`config.mk`:
```
export PLATFORM = sky130hd
export DESIGN_NAME = sound_file_header_check_minmax
export DESIGN_NICKNAME = d
export VERILOG_FILES = /design/src/sfh_pkg.sv /design/src/sfh_track.sv /design/src/sound_file_header_check_minmax.sv
export SDC_FILE = /design/constraint.sdc
export NUM_CORES = 1
export LEC_CHECK = 0
export BUFFER_PORTS_ARGS = -buffer_cell sky130_fd_sc_hd__buf_2
export CORE_MARGIN = 2
export CORE_UTILIZATION = 68
export CTS_BUF_LIST = sky130_fd_sc_hd__clkbuf_2 sky130_fd_sc_hd__clkbuf_4 sky130_fd_sc_hd__clkbuf_8
export CTS_CLUSTER_DIAMETER = 120
export DETAILED_ROUTE_END_ITERATION = 7
export PLACE_DENSITY = 0.89
export SLEW_MARGIN = 25
export SYNTH_ARGS = -nofsm -noshare
export SYNTH_HDL_FRONTEND = slang
export SYNTH_HIERARCHICAL = 1
export SYNTH_SLANG_ARGS = --single-unit
```
`constraint.sdc`:
```
create_clock -name clock -period 9.9 [get_ports clock]
set_clock_uncertainty 0.2 [all_clocks]
set_input_delay 1.98 -clock clock [delete_from_list [all_inputs] [get_ports clock]]
set_output_delay 1.98 -clock clock [all_outputs]
set_load 0.02 [all_outputs]
```
`src/sfh_pkg.sv`:
```
`timescale 1ns / 1ps
// Shared types and constants for the sound file header checker.
// Used by sfh_track and sound_file_header_check_minmax; no dependencies.
package sfh_pkg;

   localparam int CountWidth = 17;

   // Byte counter saturation point and the largest legal file size.
   localparam logic [CountWidth-1:0] BYTES_SAT    = 17'h10004;
   localparam logic [CountWidth-1:0] SIZE_MAX_OK  = 17'h10003;
   localparam logic [CountWidth-1:0] HEADER_BYTES = 17'd2;

   localparam logic [1:0] STATUS_OK        = 2'd0;
   localparam logic [1:0] STATUS_BAD_SIZE  = 2'd1;
   localparam logic [1:0] STATUS_TRUNCATED = 2'd2;
   localparam logic [1:0] STATUS_TRAILING  = 2'd3;

   typedef struct packed {
      logic [7:0] file_byte;
      logic       final_byte;
   } req_type;

   typedef struct packed {
      logic [1:0]        status;
      logic [15:0]       sample_count;
      logic [1:0]        trailing_count;
      logic signed [7:0] min_sample;
      logic signed [7:0] max_sample;
   } rsp_type;

endpackage

```
`src/sfh_track.sv`:
```
`timescale 1ns / 1ps
// Per-file state (byte count, header length, sample min/max) and result build.
// Depends on sfh_pkg.
module sfh_track import sfh_pkg::*; #(
   parameter int MAX_TRAILING = 3
) (
   input  logic    clock,
   input  logic    reset,
   input  logic    step_en,
   input  req_type item,
   output rsp_type result
);

   logic [CountWidth-1:0] bytes_seen_ff, bytes_seen_in;
   logic [15:0]           header_ff, header_in;
   logic signed [7:0]     min_ff, min_in;
   logic signed [7:0]     max_ff, max_in;
   logic [CountWidth-1:0] sample_end;
   logic [CountWidth-1:0] trail_full;
   logic signed [7:0]     sample;

   assign sample     = $signed(item.file_byte);
   assign sample_end = {1'b0, header_in} + HEADER_BYTES;
   assign trail_full = bytes_seen_in - sample_end;

   always_comb begin
      header_in = header_ff;
      min_in    = min_ff;
      max_in    = max_ff;
      if (bytes_seen_ff == '0) begin
         header_in[15:8] = item.file_byte;
      end else if (bytes_seen_ff == CountWidth'(1)) begin
         header_in[7:0] = item.file_byte;
      end else if (bytes_seen_ff < ({1'b0, header_ff} + HEADER_BYTES)) begin
         if (bytes_seen_ff == HEADER_BYTES) begin
            min_in = sample;
            max_in = sample;
         end else begin
            if (sample < min_ff) min_in = sample;
            if (sample > max_ff) max_in = sample;
         end
      end
      bytes_seen_in = (bytes_seen_ff < BYTES_SAT) ? bytes_seen_ff + CountWidth'(1)
                                                  : bytes_seen_ff;
   end

   always_comb begin
      result = '0;
      if (bytes_seen_in < HEADER_BYTES || bytes_seen_in > SIZE_MAX_OK) begin
         result.status = STATUS_BAD_SIZE;
      end else if (sample_end > bytes_seen_in) begin
         result.status       = STATUS_TRUNCATED;
         result.sample_count = header_in;
      end else begin
         result.sample_count = header_in;
         if (trail_full > CountWidth'(MAX_TRAILING)) begin
            result.status = STATUS_TRAILING;
         end else begin
            result.status         = STATUS_OK;
            result.trailing_count = trail_full[1:0];
            result.min_sample     = min_in;
            result.max_sample     = max_in;
         end
      end
   end

   always_ff @(posedge clock) begin
      if (reset) begin
         bytes_seen_ff <= '0;
         header_ff     <= '0;
         min_ff        <= '0;
         max_ff        <= '0;
      end else if (step_en) begin
         if (item.final_byte) begin
            // clear for the next file
            bytes_seen_ff <= '0;
            header_ff     <= '0;
            min_ff        <= '0;
            max_ff        <= '0;
         end else begin
            bytes_seen_ff <= bytes_seen_in;
            header_ff     <= header_in;
            min_ff        <= min_in;
            max_ff        <= max_in;
         end
      end
   end

endmodule

```
`src/sound_file_header_check_minmax.sv`:
```
`timescale 1ns / 1ps
// Top level: input register, per-file tracker, result register.
// Depends on sfh_pkg and sfh_track.

// Accepts one file byte per clock cycle, back to back, and returns one result
// on the byte marked final. A byte goes into the input register and is then
// folded into the byte counter, header length and sample min/max; a final
// byte's result is registered into the output register at that same step.
// The byte rate rests on sfh_track, whose counter and min/max update is
// combinational and registered once per byte. Bytes keep flowing while a
// result waits in the output register; only a second final byte stalls
// until the waiting result is taken.
module sound_file_header_check_minmax import sfh_pkg::*; #(
   parameter int MAX_TRAILING = 3
) (
   input  logic    clock,
   input  logic    reset,
   input  logic    req_valid,
   output logic    req_ready,
   input  req_type req_data,
   output logic    rsp_valid,
   input  logic    rsp_ready,
   output rsp_type rsp_data
);

   req_type hold_ff;
   logic    hold_valid_ff;
   rsp_type rsp_ff;
   logic    rsp_valid_ff;
   rsp_type result;
   logic    out_free;
   logic    step_en;

   assign out_free  = !rsp_valid_ff || rsp_ready;
   assign step_en   = hold_valid_ff && (out_free || !hold_ff.final_byte);
   assign req_ready = !hold_valid_ff || step_en;

   sfh_track #(
      .MAX_TRAILING(MAX_TRAILING)
   ) u_track (
      .clock  (clock),
      .reset  (reset),
      .step_en(step_en),
      .item   (hold_ff),
      .result (result)
   );

   always_ff @(posedge clock) begin
      if (reset) begin
         hold_valid_ff <= 1'b0;
      end else if (req_ready) begin
         hold_valid_ff <= req_valid;
      end
      if (req_ready && req_valid) begin
         hold_ff <= req_data;
      end
   end

   always_ff @(posedge clock) begin
      if (reset) begin
         rsp_valid_ff <= 1'b0;
      end else if (step_en && hold_ff.final_byte) begin
         rsp_valid_ff <= 1'b1;
      end else if (rsp_ready) begin
         rsp_valid_ff <= 1'b0;
      end
      if (step_en && hold_ff.final_byte) begin
         rsp_ff <= result;
      end
   end

   assign rsp_valid = rsp_valid_ff;
   assign rsp_data  = rsp_ff;

   a_final_gives_result: assert property (@(posedge clock) disable iff (reset)
      (step_en && hold_ff.final_byte) |=> rsp_valid_ff)
      else $error("final byte did not produce a result");

   a_stalled_byte_holds: assert property (@(posedge clock) disable iff (reset)
      (hold_valid_ff && !step_en) |=> (hold_valid_ff && $stable(hold_ff)))
      else $error("stalled byte lost or changed");

   a_bad_size_zero: assert property (@(posedge clock) disable iff (reset)
      (rsp_valid_ff && rsp_ff.status == STATUS_BAD_SIZE) |->
         (rsp_ff.sample_count == '0 && rsp_ff.min_sample == '0 &&
          rsp_ff.max_sample == '0))
      else $error("bad size result carries nonzero fields");

   a_error_no_trailing: assert property (@(posedge clock) disable iff (reset)
      (rsp_valid_ff && rsp_ff.status != STATUS_OK) |-> (rsp_ff.trailing_count == '0))
      else $error("error result carries a trailing count");

endmodule
```
==> impl_metrics.toml <==
[final_layout]
fin_area_sq_um = 7320
nets = 846
insertedDiodeCount = 0
syn_to_final_growth_pct = 6.34
drive_gt1_share_pct = 12.8

[place]
hpwl_mm = 13.0
port_buffers = 50
gp_congestion = 1.00
placed_cell_area_sq_um = 7090

[power]
p_leak_uw = 0.00285
power_density_nw_per_um2 = 112
finalPower_uw = 821
p_int_uw = 600
power_frac_comb_pct = 11.4
seq_power_share_pct = 53.0
p_sw_uw = 222
ir_worst_vdd_mv = 0.0772
clockPowerShare_pct = 35.6
switching_share_pct = 27.0

[floorplan]
die_w_um = 105
start_util_pct = 70.1
core_area_sq_um = 9820
ios = 51
fp.dieH_um = 105
rows = 36
die_area_sq_um = 10900

[cts]
h-tree-depth = 3
post_cts_resized = 0
cts_setup_buffers = 0
postCtsHoldBufs = 0
clkSinkCount = 96
cts_tree = "yes"
cts_buffers = 9
clock_path_buffers = 2
clk_pin_slew_ps = 100
cts-root-buf = "clkbuf_8"
insertion_delay_ps = 390

[global_route]
grt_pass1_wl_mm = 28.7
grt_overflow = 0
grtUsageTotal_pct = 33.1
grt_max_degree = 46
first_global_vias = 5547
antenna_found_initial = 0

[sta]
max_freq_mhz = 151
setup_viol = 0
finalCritPeriodShare_pct = 67.0
hold_viol = 0
worstMarginPinSlew_ps = 1080
slew_headroom_pct = 28.0
tns_ps = 0
drv_slew = 0
finalCriticalPeriod_ps = 6630
rsz0062_at_grt = "false"

[hold_path]
hold_end = "u_track/max_ff[0]$_SDFFE_PP0P_"
hold_start = "u_track/max_ff[0]$_SDFFE_PP0P_"
worstHoldPathCells = 2
hold_class = "flip-flop to flip-flop"

[synth]
synth_top_family_by_area = "simple AND/OR/NAND/NOR gates"
yosysTopAreaCellShare_pct = 19.6
synthesis.area_sq_um = 6880
synth_cell_types = 77
syn_area_per_cell_sq_um = 9.04
synth_compound_area_share_pct = 16.7
synth-seq-cells = 96
synth_cells = 761
synthTopCellsByArea = "edfxtp_1, dfxtp_1, ha_1"
synthAdderAreaFrac_pct = 10.5
synth_flop_cell = "dfxtp_1"
yosysTopAreaCell = "edfxtp_1"
synth-async-reset-ratio_pct = 0
synthTopCellsByCount = "nor2_1, ha_1, nand2_1"
synth_nets = 831
yosysMostFrequentCell = "nor2_1"
synth_xor_area_share_pct = 7.00
synth_edf_count = 45
ys_warn_count = 6
yosys.area_share.simple_pct = 20.7
ys_seq_area_share_pct = 34.5
yosys-mux-area-fraction_pct = 5.36

[drt]
drc = 0
avgViaCountPerCell = 6.69
drt-wirelength-per-cell_um = 19.7
vias = 6112
ant_nets = 0
drt-initial-drc-count = 806
drt_first_pass_iters = 8
routed_wl_mm = 18.0

[setup_path]
path_depth = 19
r2r_setup_slack_ps = 3270
cp_data_required_time_ps = 9930
worst_r2r_startpoint = "u_track/bytes_seen_ff[2]$_SDFFE_PP0P_"
r2r_end = "rsp_data[12]$_DFFE_PP_"
critPathLaunch = "u_track/bytes_seen_ff[2]$_SDFFE_PP0P_"
crit_family = "simple AND/OR/NAND/NOR gates"
critPathKind = "flip-flop to flip-flop"
arrival_ps = 6660
slowest_stage = "nor4b_4"
endpoint_kind = "flip-flop"
critical-path-max-stage-delay_ps = 880
cp_cell_sequence = "nor4_4 -> nand4_2 -> nor4b_4 -> mux2i_1 -> inv_1 -> ha_1 -> nor2b_1 -> nand2_1 -> nor2_1 -> xor2_1 -> ha_1 -> o211ai_1 -> or4b_2 -> a211oi_1 -> nor3_1 -> xnor2_1 -> nor3_1 -> nand4_4 -> nor2_1"
startpoint_type = "flip-flop"
path_buf_inv = 1
worstRegToRegCells = 19
crit_fanout = 18

[flow_run]
cap_violations = 0

[outcome]
status = "finished clean"
-- cells by family (layout without fill, tap and decap cells) --
kind of cell,after synthesis,count (layout)
AND/OR/NAND/NOR,274,274
flip-flops,96,96
AO/OA/AOI/OAI,160,160
XOR/XNOR,55,55
buffers and inverters,83,103
multiplexers,36,36
adder cells (fa/ha/maj),57,57
-- layout make-up --
class / instances / area [sq um]
multi-input cells: 582 / 4160
well taps: 133 / 166
clock inverters: 7 / 100
fillers: 728 / 2500
repair buffers: 53 / 273
clock buffers: 9 / 124
inverters: 34 / 128
flip-flops and latches: 96 / 2370
-- metal layers --
layer / wire [um] / GRT usage, %
met5: 0 / 0
met3: 2170 / 7.42
met4: 696 / 12.3
met1: 7360 / 46.5
met2: 7810 / 50.2
-- power groups by stage --
stage               Sequential, uW  Clock, uW  Combinational, uW
floorplan                      445          0               62.3
global placement               443          0               87.8
detailed placement             444          0               90.3
CTS                            435        292               91.1
global route                   436        311                101
finish                         435        292               93.8
-- sequential cells by signal, indices dropped and copies added, names as in the netlist --
signal                 cells
u_track/min_ff             8
rsp_data                  36
u_track/max_ff             8
hold_valid_ff              1
hold_ff                    9
u_track/header_ff         16
rsp_valid                  1
u_track/bytes_seen_ff     17
-- worst max path at each step --
| stage | end | slack, ps |
|---|---|---|
| 2_1_floorplan | rsp_data[35]$_DFFE_PP_ | 4600 |
| 5_1_grt | rsp_data[12]$_DFFE_PP_ | 2750 |
| 4_1_cts | rsp_data[12]$_DFFE_PP_ | 3420 |
| 3_3_place_gp | rsp_data[35]$_DFFE_PP_ | 3840 |
| 6_report | rsp_data[12]$_DFFE_PP_ | 3270 |
| 3_5_place_dp | rsp_data[12]$_DFFE_PP_ | 3430 |
-- worst register-to-register path, delay by kind of cell (launching register included) --
kind / cells / cell delay [ps]
AND/OR/NAND/NOR: 11 / 3610
adder cells (fa/ha/maj): 2 / 670
flip-flops: 1 / 470
buffers and inverters: 1 / 180
multiplexers: 1 / 600
AO/OA/AOI/OAI: 2 / 400
XOR/XNOR: 2 / 330
-- cells in the final DEF, fill, tap and decap left out, types with 3 or more instances in the layout --
| cell type | count |
|---|---|
| and2_1 | 4 |
| nand4_1 | 18 |
| or3_1 | 3 |
| o21a_1 | 3 |
| dfxtp_1 | 51 |
| clkbuf_8 | 9 |
| nand2_1 | 53 |
| nor2_1 | 107 |
| mux2_2 | 4 |
| a22oi_1 | 17 |
| inv_1 | 34 |
| nor3_2 | 6 |
| buf_4 | 3 |
| a32o_1 | 10 |
| nor3_1 | 17 |
| a211o_1 | 3 |
| o211ai_1 | 4 |
| a21o_1 | 18 |
| nand2b_1 | 7 |
| a31oi_1 | 9 |
| nor4_4 | 3 |
| xor2_1 | 32 |
| a32oi_1 | 9 |
| a211oi_1 | 5 |
| and3_1 | 4 |
| xnor2_1 | 23 |
| nand3_1 | 16 |
| mux2i_1 | 31 |
| ha_1 | 56 |
| nor2b_1 | 8 |
| buf_2 | 50 |
| a21oi_1 | 40 |
| nor4_1 | 10 |
| edfxtp_1 | 45 |
| o21ai_0 | 14 |
| o31ai_1 | 3 |
-- stage by stage --
stage | util (%) | setup WS [ps] | instances | hold slack [ps]
after floorplan | - | 4600 | 761 | 263
after global placement | 72.2 | 3840 | 897 | 281
after detailed placement | 72.2 | 3430 | 897 | 296
after CTS | 74.5 | 3420 | 913 | 317
after global routing | 74.5 | 2750 | 914 | 332
final | 74.5 | 3270 | 914 | 322
No activity file was read; power rests on OpenSTA's default activity.
